==> src/hw/rtl/mmt_pkg.sv <==
// ----------------------------------------------------------------------------
// mmt_pkg
// Shared constants, codes and types of the matrix multiply engine.
// ----------------------------------------------------------------------------
`default_nettype none

package mmt_pkg;

    // Geometry of the operand stores
    localparam int MAX_DIM    = 8;
    localparam int IDX_W      = $clog2(MAX_DIM);
    localparam int STORE_DEPTH = MAX_DIM * MAX_DIM;
    localparam int ADDR_W     = 2 * IDX_W;

    // Data widths
    localparam int ELEM_W  = 16;
    localparam int PROD_W  = 2 * ELEM_W;
    localparam int VALUE_W = 40;
    localparam int DIM_W   = 4;
    localparam int MODE_W  = 2;
    localparam int FUNC_W  = 2;
    localparam int CFG_IDX_W  = 2;
    localparam int CFG_DATA_W = 4;

    // Transaction function codes
    localparam logic [FUNC_W-1:0] FUNC_LOAD_A = 2'd0;
    localparam logic [FUNC_W-1:0] FUNC_LOAD_B = 2'd1;
    localparam logic [FUNC_W-1:0] FUNC_START  = 2'd2;

    // Operand modes; the unused code runs as plain A*B
    localparam logic [MODE_W-1:0] MODE_AB  = 2'd0;
    localparam logic [MODE_W-1:0] MODE_ATB = 2'd1;
    localparam logic [MODE_W-1:0] MODE_ABT = 2'd2;

    // Configuration register indexes
    localparam logic [CFG_IDX_W-1:0] CFG_OPERAND_MODE = 2'd0;
    localparam logic [CFG_IDX_W-1:0] CFG_RESULT_ROWS  = 2'd1;
    localparam logic [CFG_IDX_W-1:0] CFG_RESULT_COLS  = 2'd2;
    localparam logic [CFG_IDX_W-1:0] CFG_INNER_LENGTH = 2'd3;

    // Configuration as seen by the sequencer
    typedef struct packed {
        logic [MODE_W-1:0] operand_mode;
        logic [DIM_W-1:0]  result_rows;
        logic [DIM_W-1:0]  result_cols;
        logic [DIM_W-1:0]  inner_length;
    } cfg_t;

    // Control tag that travels with each read pair down the datapath
    typedef struct packed {
        logic             valid;
        logic             first;     // first term of an element
        logic             last_term; // final term of an element
        logic             last_elem; // final element of the matrix
        logic [IDX_W-1:0] row;
        logic [IDX_W-1:0] col;
    } tag_t;

    // Highest counter value for a dimension register clamped to 1..MAX_DIM
    function automatic logic [IDX_W-1:0] dim_last(input logic [DIM_W-1:0] v);
        logic [IDX_W-1:0] r;
        if (v == '0)
            r = '0;
        else if (v > DIM_W'(MAX_DIM))
            r = IDX_W'(MAX_DIM - 1);
        else
            r = IDX_W'(v - DIM_W'(1));
        return r;
    endfunction

endpackage

`default_nettype wire

==> src/hw/rtl/mmt_ram.sv <==
// ----------------------------------------------------------------------------
// mmt_ram
// Generic single-write, single-read synchronous RAM with registered read.
// ----------------------------------------------------------------------------
`default_nettype none

module mmt_ram #(
    parameter int WIDTH = 16,
    parameter int DEPTH = 64
) (
    input  wire logic                     clk,
    input  wire logic                     we,
    input  wire logic [$clog2(DEPTH)-1:0] waddr,
    input  wire logic [WIDTH-1:0]         wdata,
    input  wire logic [$clog2(DEPTH)-1:0] raddr,
    output logic      [WIDTH-1:0]         rdata
);

    logic [WIDTH-1:0] mem_reg [DEPTH];

    // Write port
    always_ff @(posedge clk)
    begin
        if (we)
        begin
            mem_reg[waddr] <= wdata;
        end
    end

    // Registered read port
    always_ff @(posedge clk)
    begin
        rdata <= mem_reg[raddr];
    end

endmodule

`default_nettype wire

==> src/hw/rtl/mmt_seq.sv <==
// ----------------------------------------------------------------------------
// mmt_seq
// Read sequencer: walks rows, columns and inner terms of the result and
// issues one read address pair per cycle with its control tag.
// ----------------------------------------------------------------------------
`default_nettype none

module mmt_seq
    import mmt_pkg::*;
(
    input  wire logic              clk,
    input  wire logic              rst_n,
    input  wire logic              go,
    input  wire cfg_t              cfg,
    output logic                   active,
    output logic      [ADDR_W-1:0] left_raddr,
    output logic      [ADDR_W-1:0] right_raddr,
    output tag_t                   tag
);

    localparam logic ST_IDLE = 1'b0;
    localparam logic ST_RUN  = 1'b1;

    logic             state_reg, state_next;
    logic [IDX_W-1:0] i_reg, i_next;
    logic [IDX_W-1:0] j_reg, j_next;
    logic [IDX_W-1:0] k_reg, k_next;
    logic [IDX_W-1:0] rows_last, cols_last, inner_last;
    logic             k_end, j_end, i_end;

    assign rows_last  = dim_last(cfg.result_rows);
    assign cols_last  = dim_last(cfg.result_cols);
    assign inner_last = dim_last(cfg.inner_length);

    assign k_end = (k_reg == inner_last);
    assign j_end = (j_reg == cols_last);
    assign i_end = (i_reg == rows_last);

    // Counter advance, innermost term first
    always_comb
    begin
        state_next = state_reg;
        i_next     = i_reg;
        j_next     = j_reg;
        k_next     = k_reg;
        unique case (state_reg)
            ST_IDLE:
            begin
                if (go)
                begin
                    state_next = ST_RUN;
                    i_next     = '0;
                    j_next     = '0;
                    k_next     = '0;
                end
            end
            ST_RUN:
            begin
                if (!k_end)
                begin
                    k_next = k_reg + IDX_W'(1);
                end
                else
                begin
                    k_next = '0;
                    if (!j_end)
                    begin
                        j_next = j_reg + IDX_W'(1);
                    end
                    else
                    begin
                        j_next = '0;
                        if (i_end)
                            state_next = ST_IDLE;
                        else
                            i_next = i_reg + IDX_W'(1);
                    end
                end
            end
            default:
            begin
                state_next = ST_IDLE;
            end
        endcase
    end

    always_ff @(posedge clk or negedge rst_n)
    begin
        if (!rst_n)
        begin
            state_reg <= ST_IDLE;
        end
        else
        begin
            state_reg <= state_next;
        end
    end

    always_ff @(posedge clk)
    begin
        i_reg <= i_next;
        j_reg <= j_next;
        k_reg <= k_next;
    end

    // Operand addresses per mode, address = {row, col}
    always_comb
    begin
        unique case (cfg.operand_mode)
            MODE_ATB:
            begin
                left_raddr  = {k_reg, i_reg};
                right_raddr = {k_reg, j_reg};
            end
            MODE_ABT:
            begin
                left_raddr  = {i_reg, k_reg};
                right_raddr = {j_reg, k_reg};
            end
            default:
            begin
                left_raddr  = {i_reg, k_reg};
                right_raddr = {k_reg, j_reg};
            end
        endcase
    end

    assign active = (state_reg == ST_RUN);

    // Tag for the read pair issued this cycle
    always_comb
    begin
        tag.valid     = active;
        tag.first     = (k_reg == '0);
        tag.last_term = k_end;
        tag.last_elem = i_end && j_end;
        tag.row       = i_reg;
        tag.col       = j_reg;
    end

endmodule

`default_nettype wire

==> src/hw/rtl/mmt_mac.sv <==
// ----------------------------------------------------------------------------
// mmt_mac
// Multiply-accumulate datapath: registered product, exact signed Q40.0 sum and
// the result output register.
// ----------------------------------------------------------------------------
`default_nettype none

module mmt_mac
    import mmt_pkg::*;
(
    input  wire logic                      clk,
    input  wire logic                      rst_n,
    input  wire tag_t                      tag_in,
    input  wire logic        [ELEM_W-1:0]  left_data,
    input  wire logic        [ELEM_W-1:0]  right_data,
    output logic                           pending,
    output logic                           out_valid,
    output logic             [IDX_W-1:0]   out_row,
    output logic             [IDX_W-1:0]   out_col,
    output logic signed      [VALUE_W-1:0] out_value,
    output logic                           last
);

    tag_t                      s1_reg, s2_reg;
    logic signed [ELEM_W-1:0]  a_op, b_op;
    logic signed [PROD_W-1:0]  prod_next, prod_reg;
    logic signed [VALUE_W-1:0] acc_reg, acc_base, acc_next;
    logic                      valid_reg;
    logic [IDX_W-1:0]          row_reg, col_reg;
    logic signed [VALUE_W-1:0] value_reg;
    logic                      last_reg;

    // Tag pipeline: s1 lines up with RAM data, s2 with the product
    always_ff @(posedge clk or negedge rst_n)
    begin
        if (!rst_n)
        begin
            s1_reg <= '0;
            s2_reg <= '0;
        end
        else
        begin
            s1_reg <= tag_in;
            s2_reg <= s1_reg;
        end
    end

    // Product stage
    assign a_op      = $signed(left_data);
    assign b_op      = $signed(right_data);
    assign prod_next = a_op * b_op;

    always_ff @(posedge clk)
    begin
        prod_reg <= prod_next;
    end

    // Accumulate; first term restarts the sum
    assign acc_base = s2_reg.first ? '0 : acc_reg;
    assign acc_next = acc_base + VALUE_W'(prod_reg);

    always_ff @(posedge clk)
    begin
        if (s2_reg.valid)
        begin
            acc_reg <= acc_next;
        end
    end

    // Result strobe
    always_ff @(posedge clk or negedge rst_n)
    begin
        if (!rst_n)
        begin
            valid_reg <= 1'b0;
        end
        else
        begin
            valid_reg <= s2_reg.valid && s2_reg.last_term;
        end
    end

    // Result payload
    always_ff @(posedge clk)
    begin
        if (s2_reg.valid && s2_reg.last_term)
        begin
            row_reg   <= s2_reg.row;
            col_reg   <= s2_reg.col;
            value_reg <= acc_next;
            last_reg  <= s2_reg.last_elem;
        end
    end

    assign pending   = s1_reg.valid || s2_reg.valid;
    assign out_valid = valid_reg;
    assign out_row   = row_reg;
    assign out_col   = col_reg;
    assign out_value = value_reg;
    assign last      = last_reg;

endmodule

`default_nettype wire

==> src/hw/rtl/matrix_multiply_transpose_modes_top.sv <==
// ----------------------------------------------------------------------------
// matrix_multiply_transpose_modes_top
// 8x8 matrix multiply engine with A*B, transpose(A)*B and A*transpose(B).
//
//  Channel   Handshake            Payload
//  --------  -------------------  ------------------------------------------
//  command   start & !busy        func, row_index, col_index, element_value
//  result    out_valid (1 cycle)  out_row, out_col, out_value, last
//  config    cfg_we               cfg_index, cfg_data
//
// A load transaction writes one store entry. A start reads one operand
// pair per cycle from the two store RAMs and holds busy while reads issue
// and while the RAM read and product registers hold valid terms; the last
// result strobes in the same cycle that busy drops. One result leaves per
// product element. Reset clears control state and configuration, not the
// datapath registers or stores. The receiver cannot stall the result strobe.
// ----------------------------------------------------------------------------
`default_nettype none

module matrix_multiply_transpose_modes_top
    import mmt_pkg::*;
(
    input  wire logic                      clk,
    input  wire logic                      rst_n,
    input  wire logic                      start,
    output logic                           busy,
    input  wire logic        [FUNC_W-1:0]  func,
    input  wire logic        [IDX_W-1:0]   row_index,
    input  wire logic        [IDX_W-1:0]   col_index,
    input  wire logic signed [ELEM_W-1:0]  element_value,
    input  wire logic                      cfg_we,
    input  wire logic        [CFG_IDX_W-1:0]  cfg_index,
    input  wire logic        [CFG_DATA_W-1:0] cfg_data,
    output logic                           out_valid,
    output logic             [IDX_W-1:0]   out_row,
    output logic             [IDX_W-1:0]   out_col,
    output logic signed      [VALUE_W-1:0] out_value,
    output logic                           last
);

    cfg_t              cfg_reg;
    logic              accept;
    logic              load_a, load_b, go;
    logic [ADDR_W-1:0] waddr;
    logic              active, pending;
    logic [ADDR_W-1:0] left_raddr, right_raddr;
    logic [ELEM_W-1:0] left_data, right_data;
    tag_t              issue_tag;

    // Configuration registers
    always_ff @(posedge clk or negedge rst_n)
    begin
        if (!rst_n)
        begin
            cfg_reg.operand_mode <= MODE_AB;
            cfg_reg.result_rows  <= DIM_W'(MAX_DIM);
            cfg_reg.result_cols  <= DIM_W'(MAX_DIM);
            cfg_reg.inner_length <= DIM_W'(MAX_DIM);
        end
        else if (cfg_we)
        begin
            unique case (cfg_index)
                CFG_OPERAND_MODE: cfg_reg.operand_mode <= cfg_data[MODE_W-1:0];
                CFG_RESULT_ROWS:  cfg_reg.result_rows  <= cfg_data[DIM_W-1:0];
                CFG_RESULT_COLS:  cfg_reg.result_cols  <= cfg_data[DIM_W-1:0];
                CFG_INNER_LENGTH: cfg_reg.inner_length <= cfg_data[DIM_W-1:0];
                default: ;
            endcase
        end
    end

    // Command decode; func 3 is dropped
    assign accept = start && !busy;
    assign load_a = accept && (func == FUNC_LOAD_A);
    assign load_b = accept && (func == FUNC_LOAD_B);
    assign go     = accept && (func == FUNC_START);
    assign waddr  = {row_index, col_index};

    // Loads are only taken while idle, so store writes never meet reads
    assign busy = active || pending;

    mmt_ram #(
        .WIDTH (ELEM_W),
        .DEPTH (STORE_DEPTH)
    ) u_left_store (
        .clk   (clk),
        .we    (load_a),
        .waddr (waddr),
        .wdata (element_value),
        .raddr (left_raddr),
        .rdata (left_data)
    );

    mmt_ram #(
        .WIDTH (ELEM_W),
        .DEPTH (STORE_DEPTH)
    ) u_right_store (
        .clk   (clk),
        .we    (load_b),
        .waddr (waddr),
        .wdata (element_value),
        .raddr (right_raddr),
        .rdata (right_data)
    );

    mmt_seq u_seq (
        .clk         (clk),
        .rst_n       (rst_n),
        .go          (go),
        .cfg         (cfg_reg),
        .active      (active),
        .left_raddr  (left_raddr),
        .right_raddr (right_raddr),
        .tag         (issue_tag)
    );

    mmt_mac u_mac (
        .clk        (clk),
        .rst_n      (rst_n),
        .tag_in     (issue_tag),
        .left_data  (left_data),
        .right_data (right_data),
        .pending    (pending),
        .out_valid  (out_valid),
        .out_row    (out_row),
        .out_col    (out_col),
        .out_value  (out_value),
        .last       (last)
    );

endmodule

`default_nettype wire

==> config.mk <==
export PLATFORM = sky130hd
export DESIGN_NAME = matrix_multiply_transpose_modes_top
export DESIGN_NICKNAME = d
export VERILOG_FILES = /design/src/hw/rtl/mmt_pkg.sv /design/src/hw/rtl/mmt_ram.sv /design/src/hw/rtl/mmt_seq.sv /design/src/hw/rtl/mmt_mac.sv /design/src/hw/rtl/matrix_multiply_transpose_modes_top.sv
export SDC_FILE = /design/constraint.sdc
export NUM_CORES = 2
export LEC_CHECK = 0
export BUFFER_PORTS_ARGS = -buffer_cell sky130_fd_sc_hd__buf_2
export CAP_MARGIN = 15
export CORE_MARGIN = 2
export CORE_UTILIZATION = 40
export DETAILED_ROUTE_END_ITERATION = 8
export REMOVE_ABC_BUFFERS = 1
export SETUP_SLACK_MARGIN = 0.5
export SYNTH_ARGS = -nofsm -noshare
export SYNTH_HDL_FRONTEND = slang
export SYNTH_SLANG_ARGS = --single-unit
==> constraint.sdc <==
create_clock -name clk -period 14.76 [get_ports clk]
set_clock_uncertainty 0.1 [all_clocks]
set_input_delay 1.476 -clock clk [delete_from_list [all_inputs] [get_ports clk]]
set_output_delay 1.476 -clock clk [all_outputs]
set_load 0.005 [all_outputs]
Yosys cells after proc, flatten, opt, wreduce, memory -nomap -nowiden

Memories as Yosys holds them, arrays and structs flattened. A register that Yosys moved wholly into a read port is not among the register bits.
Cells that the tools add are included.
Widths: inputs -> output; s select.

Logic and storage cells: 104
Output and inout port bits: 49
Register bits after elaboration: 164
Memories kept: 2
Bits of input ports: 34
RAM bits: 2048

Memories:

| name                  | words | bits a word | read ports | clocked after memory_dff | wr ports | RTL line      | source |
|---|---|---|---|---|---|---|---|
| u_left_store.mem_reg  | 64    | 16          | 1          | 1                        | 1        | mmt_ram.sv:19 | `logic [WIDTH-1:0] mem_reg [DEPTH];` |
| u_right_store.mem_reg | 64    | 16          | 1          | 1                        | 1        | mmt_ram.sv:19 |  |

Add/subtract/negate cells: 7
Multiply operators: 1
$lt $le $gt $ge: 3
Eq/ne operators: 14
Multiplexer cells: 28
Reduce and logical (&&, ||, !) cells: 21
Bitwise logic cells: 1

Operator list:

| kind                | number |
|---|---|
| $add 40x32->40      | 1 |
| $mux 40             | 1 |
| $mux 3              | 13 |
| $mul 16x16->32      | 1 |
| $pmux 3 s2          | 3 |
| $gt 4x4->1 const B  | 3 |
| $logic_not 4->1     | 3 |
| $mux 6              | 2 |
| $reduce_and 2->1    | 5 |
| $add 3x1->3 const B | 3 |
| $eq 3x3->1          | 3 |
| $sub 3x1->3 const B | 3 |
| $eq 2x2->1 const B  | 4 |
| $mux 1              | 8 |
| $ne 2x2->1 const B  | 4 |
| $eq 2x1->1 const B  | 3 |
| $logic_and 1x1->1   | 6 |
| $logic_not 2->1     | 2 |
| $reduce_and 4->1    | 1 |
| $logic_not 3->1     | 1 |
| $logic_or 1x1->1    | 2 |
| $pmux 1 s2          | 1 |
| $logic_not 1->1     | 1 |
| $not 1->1           | 1 |

Longest topological paths before layout

Depth after elaboration: 8
Mapped depth: 23
Mapped depth without buffers: 22

Hierarchy

A second synthesis with hierarchy kept.

Cells, all modules: 5417
Area, all modules: 97790.0 sq um

By module, submodules not included:

| module                              | area each (sq um) | instances | sequential area each (sq um) | cells an instance |
|---|---|---|---|---|
| mmt_ram                             | 40042.2           | 2         | 31069.8                      | 1829 |
| mmt_mac                             | 16066.7           | 1         | 3778.6                       | 1594 |
| mmt_seq                             | 1057.3            | 1         | 295.3                        | 128 |
| matrix_multiply_transpose_modes_top | 581.8             | 1         | 354.1                        | 37 |

Worst setup path after synthesis

OpenSTA, ideal clock, no wires.

Path type: reg-to-reg
Start point: reg u_left_store.rdata[11] (read register of u_left_store.mem_reg)
End point: reg u_mac.prod_reg[31]
Buffers on the path: 1
Data required time: 14.596 ns
Stages on the path, launching flop included: 22
Setup time: 0.064 ns
Slack: 8.703 ns
Arrival: 5.894 ns
Clock period less this slack: 6.057 ns
Cell sequence: dfxtp_1 clkbuf_1 nand2_1 fa_1 fa_1 fa_1 inv_1 fa_1 fa_1 inv_1 fa_1 inv_1 ha_1 a21o_1 a21o_1 a21o_1 a31o_1 a31o_2 a21oi_1 a21oi_1 or4_1 nand4_1

Word-level cells in the longest chain between the ends: 1

Ends and longest elaborated chain:

| element                 | RTL line      | source |
|---|---|---|
| start, declared         | mmt_ram.sv:16 | `output logic [WIDTH-1:0] rdata` |
| $mul 16x16->32          | mmt_mac.sv:51 | `assign prod_next = a_op * b_op;` |
| net u_mac.prod_next[31] | mmt_mac.sv:26 | `logic signed [PROD_W-1:0] prod_next, prod_reg;` |
| end signal, assigned    | mmt_mac.sv:55 | `prod_reg <= prod_next;` |
| end, declared           | mmt_mac.sv:26 |  |

The timed path passes the listed nets, and every way through them passes these cells.
A chain may end at the register's enable or synchronous reset.

Worst setup path after layout

Ends and elaborated chain as after synthesis.

==> insert_results.sql <==
INSERT INTO impl_metrics (metric_group, metric, value, unit) VALUES
('outcome', 'status', 'finished, final reports clean', ''),
('clocking', 'worstSkewPairLatency', '880', 'ps'),
('synthesis', 'synth-edff-count', '2144', ''),
('floorplanning', 'fp.dieArea', '248000', 'um^2'),
('layout', 'most_common_library_cell_in_the_layout_ignoring_fill_and_taps', 'edfxtp_1', ''),
('clocking', 'cts_buffer_depth', '3', ''),
('synthesis', 'yosys_register_bits', '2244', ''),
('synthesis', 'yosysTopAreaCell', 'edfxtp_1', ''),
('layout', 'n_fill_cell', '20800', ''),
('layout', 'share_of_cells_above_drive_strength_1', '20.2', '%'),
('place', 'port_bufs', '82', ''),
('worst_setup_path', 'worst-path-max-fanout', '16', ''),
('floorplanning', 'design.portCount', '83', ''),
('min_path', 'hold_path_class', 'flop to flop', ''),
('global_routing', 'first_pass_grt_wire_length', '348000', 'um'),
('worst_setup_path', 'required_time_reported_for_the_critical_path_endpoint', '15440', 'ps'),
('synthesis', 'largest_family_of_logic_cells_by_synthesized_area', 'multiplexers', ''),
('routing', 'drt-wirelength-per-cell', '26.1', 'um'),
('global_routing', 'antenna_found_initial', '11', ''),
('synthesis', 'synth-adder-area-share', '7.07', '%'),
('clocking', 'cts_post_setup_buffers_inserted', '0', ''),
('global_routing', 'grt_use_total', '18.9', '%'),
('layout', 'layout.cells.non_filler', '9032', ''),
('synthesis', 'share_of_the_synthesized_area_in_compound_gates_ao_oa_aoi_oai', '4.13', '%'),
('routing', 'avgViaCountPerCell', '5.52', ''),
('clocking', 'holdBufCountCts', '0', ''),
('place', 'place.gp.congestion', '0.852', ''),
('timing', 'min_period', '6640', 'ps'),
('routing', 'drc_errors', '0', ''),
('clocking', 'cts.sink_count', '2244', ''),
('timing', 'final_min_period_over_clock_period', '45.0', '%'),
('worst_setup_path', 'arrival', '7320', 'ps'),
('synthesis', 'synthCells', '5430', ''),
('timing', 'grt_setup_unrepaired', 'false', ''),
('job', 'cap_viol_max_count', '0', ''),
('clocking', 'cts_tree', 'done', ''),
('timing', 'achievable-frequency', '151', 'MHz'),
('place', 'place_inst', '8622', ''),
('worst_setup_path', 'cp-start-kind', 'flop', ''),
('floorplanning', 'rows', '181', ''),
('synthesis', 'post_synthesis_mux_area_share', '12.1', '%'),
('synthesis', 'synth_xor_xnor_area_share', '0.692', '%'),
('floorplanning', 'initial_utilization', '40.1', '%'),
('clocking', 'htreeDepth', '4', ''),
('layout', 'flow.area_growth_from_synthesis', '12.0', '%'),
('synthesis', 'synthArstFlopShare', '1.60', '%'),
('routing', 'antenna_violating_nets_post_route', '0', ''),
('floorplanning', 'fp.coreArea', '243000', 'um^2'),
('layout', 'finalNetCount', '6066', ''),
('routing', 'finalWirelength', '235000', 'um'),
('floorplanning', 'fp.dieW', '498', 'um'),
('synthesis', 'synth_seq_area_share', '68.3', '%'),
('global_routing', 'globalRoute.totalOverflow', '0', ''),
('worst_setup_path', 'setup.worst_path.end_class', 'flop', ''),
('synthesis', 'synthSimpleGateAreaFrac', '4.92', '%'),
('timing', 'report.final.slew_viol_count', '0', ''),
('routing', 'drtIter0Drc', '4676', ''),
('synthesis', 'synthesis.area_per_instance', '17.9', 'um^2'),
('floorplanning', 'chipHeight', '498', 'um'),
('synthesis', 'yosys_warnings', '0', ''),
('place', 'dp.final_hpwl', '141000', 'um'),
('clocking', 'cts-buffers-inserted', '219', ''),
('timing', 'max-slew-margin-rel', '9.58', '%'),
('clocking', 'clock_pin_slew_worst_setup_and_hold_paths', '60', 'ps'),
('worst_setup_path', 'worst-setup-path-type', 'flop to flop', ''),
('clocking', 'post_cts_resized', '0', ''),
('global_routing', 'maximum_number_of_pins_on_one_net_before_global_route_repair', '129', ''),
('routing', 'vias', '49900', ''),
('synthesis', 'postSynth.topFlopCell', 'edfxtp_1', ''),
('synthesis', 'post_synth_main_area_contributors', 'edfxtp_1, mux4_2, fa_1', ''),
('synthesis', 'synth_largest_type_area_fraction', '66.1', '%'),
('synthesis', 'ys_types', '77', ''),
('routing', 'detailedRoute.firstPassIterationCount', '5', ''),
('timing', 'hold_viol_final', '0', ''),
('global_routing', 'first_global_vias', '51200', ''),
('layout', 'mostFrequentLayoutCells', 'edfxtp_1, mux4_2, nand2_1', ''),
('timing', 'setup_viol_count_final', '0', ''),
('clocking', 'ctsRootBufferMaster', 'clkbuf_16', ''),
('synthesis', 'syn_area', '97400', 'um^2'),
('timing', 'tightest_slew', '1350', 'ps');
## synth_stat cells (10+ instances only)
cell type	number
buf_2	60
buf_6	28
fa_1	263
nor2_1	193
buf_4	23
o21ai_0	44
a211oi_2	25
inv_1	323
a21oi_1	134
nor3_1	14
dfrtp_1	33
xor2_1	21
nor2b_1	47
ha_1	128
o21bai_1	11
a21o_1	35
nand2_1	427
a31oi_1	72
dfxtp_1	64
a311oi_1	64
mux4_2	512
a211oi_1	142
edfxtp_1	2144
xnor2_1	56
o21a_1	10
nand2b_1	15
mux2_2	14
clkbuf_1	145
and2_1	260
nand3_1	18
## area by class of cell
type                       count  area, um^2  area share, %
timing repair buffer         260        1860           1.71
clock buffer                 265        5760           5.27
antenna                        4        10.0        0.00917
multi-input combinational   2592       28300           26.0
sequential                  2244       66600           61.0
inverter                     324        1220           1.11
tap                         3202        4010           3.67
clock inverter               141        1390           1.28
## kinds of logic (layout without fill, tap and decap cells)
| kind of cell | after synthesis | count (layout) |
|---|---|---|
| mux | 534 | 534 |
| simple gates | 1014 | 1014 |
| other cells | 0 | 4 |
| fa+ha+maj | 393 | 393 |
| xor+xnor | 77 | 77 |
| buf+inv | 594 | 990 |
| compound gates | 574 | 574 |
| flops | 2244 | 2244 |
## path summary, 6_finish.rpt
kind | start | to | slack, ps | cells past startpoint
worst max register to register | u_left_store.rdata[11] | u_mac.prod_reg[31] | 8120 | 20
worst min register to register | u_mac.s1_reg[1] | u_mac.s2_reg[1] | 240 | 0
worst min-delay path | u_mac.s1_reg[1] | u_mac.s2_reg[1] | 240 | 0
min in group asynchronous | rst_n | u_mac.s2_reg[1] | 610 | 1
worst max-delay path | u_left_store.rdata[11] | u_mac.prod_reg[31] | 8120 | 20
max in group asynchronous | rst_n | u_mac.s2_reg[9] | 13380 | 1
## layer usage
metal | GRT usage (%) | share of wire, %
met1 | 26.3 | 42
met2 | 31.0 | 49
met3 | 2.93 | 6.6
met4 | 4.97 | 2.3
met5 | 0 | 0
## through the flow
stage / cell area, um^2 / hold slack [ps] / setup TNS, ps / util, % / worst slack (ps)
after floorplan: 95900 / 231 / -38580 / - / -2410
after global placement: 102000 / 233 / 0 / 42.0 / 8240
after detailed placement: 102000 / 235 / 0 / 42.0 / 8170
after CTS: 109000 / 248 / 0 / 45.0 / 8140
after global routing: 109000 / 254 / 0 / 45.0 / 7880
final: 109000 / 240 / 0 / 45.0 / 8120
## critical path, stage by stage (launching register included)
cell and delay, ps:
dfxtp_1 720, nand2_1 160, fa_1 540, fa_1 510, fa_1 520, inv_1 60
fa_1 490, fa_1 490, inv_1 50, fa_1 470, inv_1 40, ha_1 320
a21o_1 190, a21o_1 200, a21o_1 190, a31o_1 230, a31o_2 280, a21oi_1 330
a21oi_1 130, or4_1 420, nand4_1 110
Power is not shown: default switching activity piles up to over one toggle a cycle in this logic, so the estimate is an artifact.
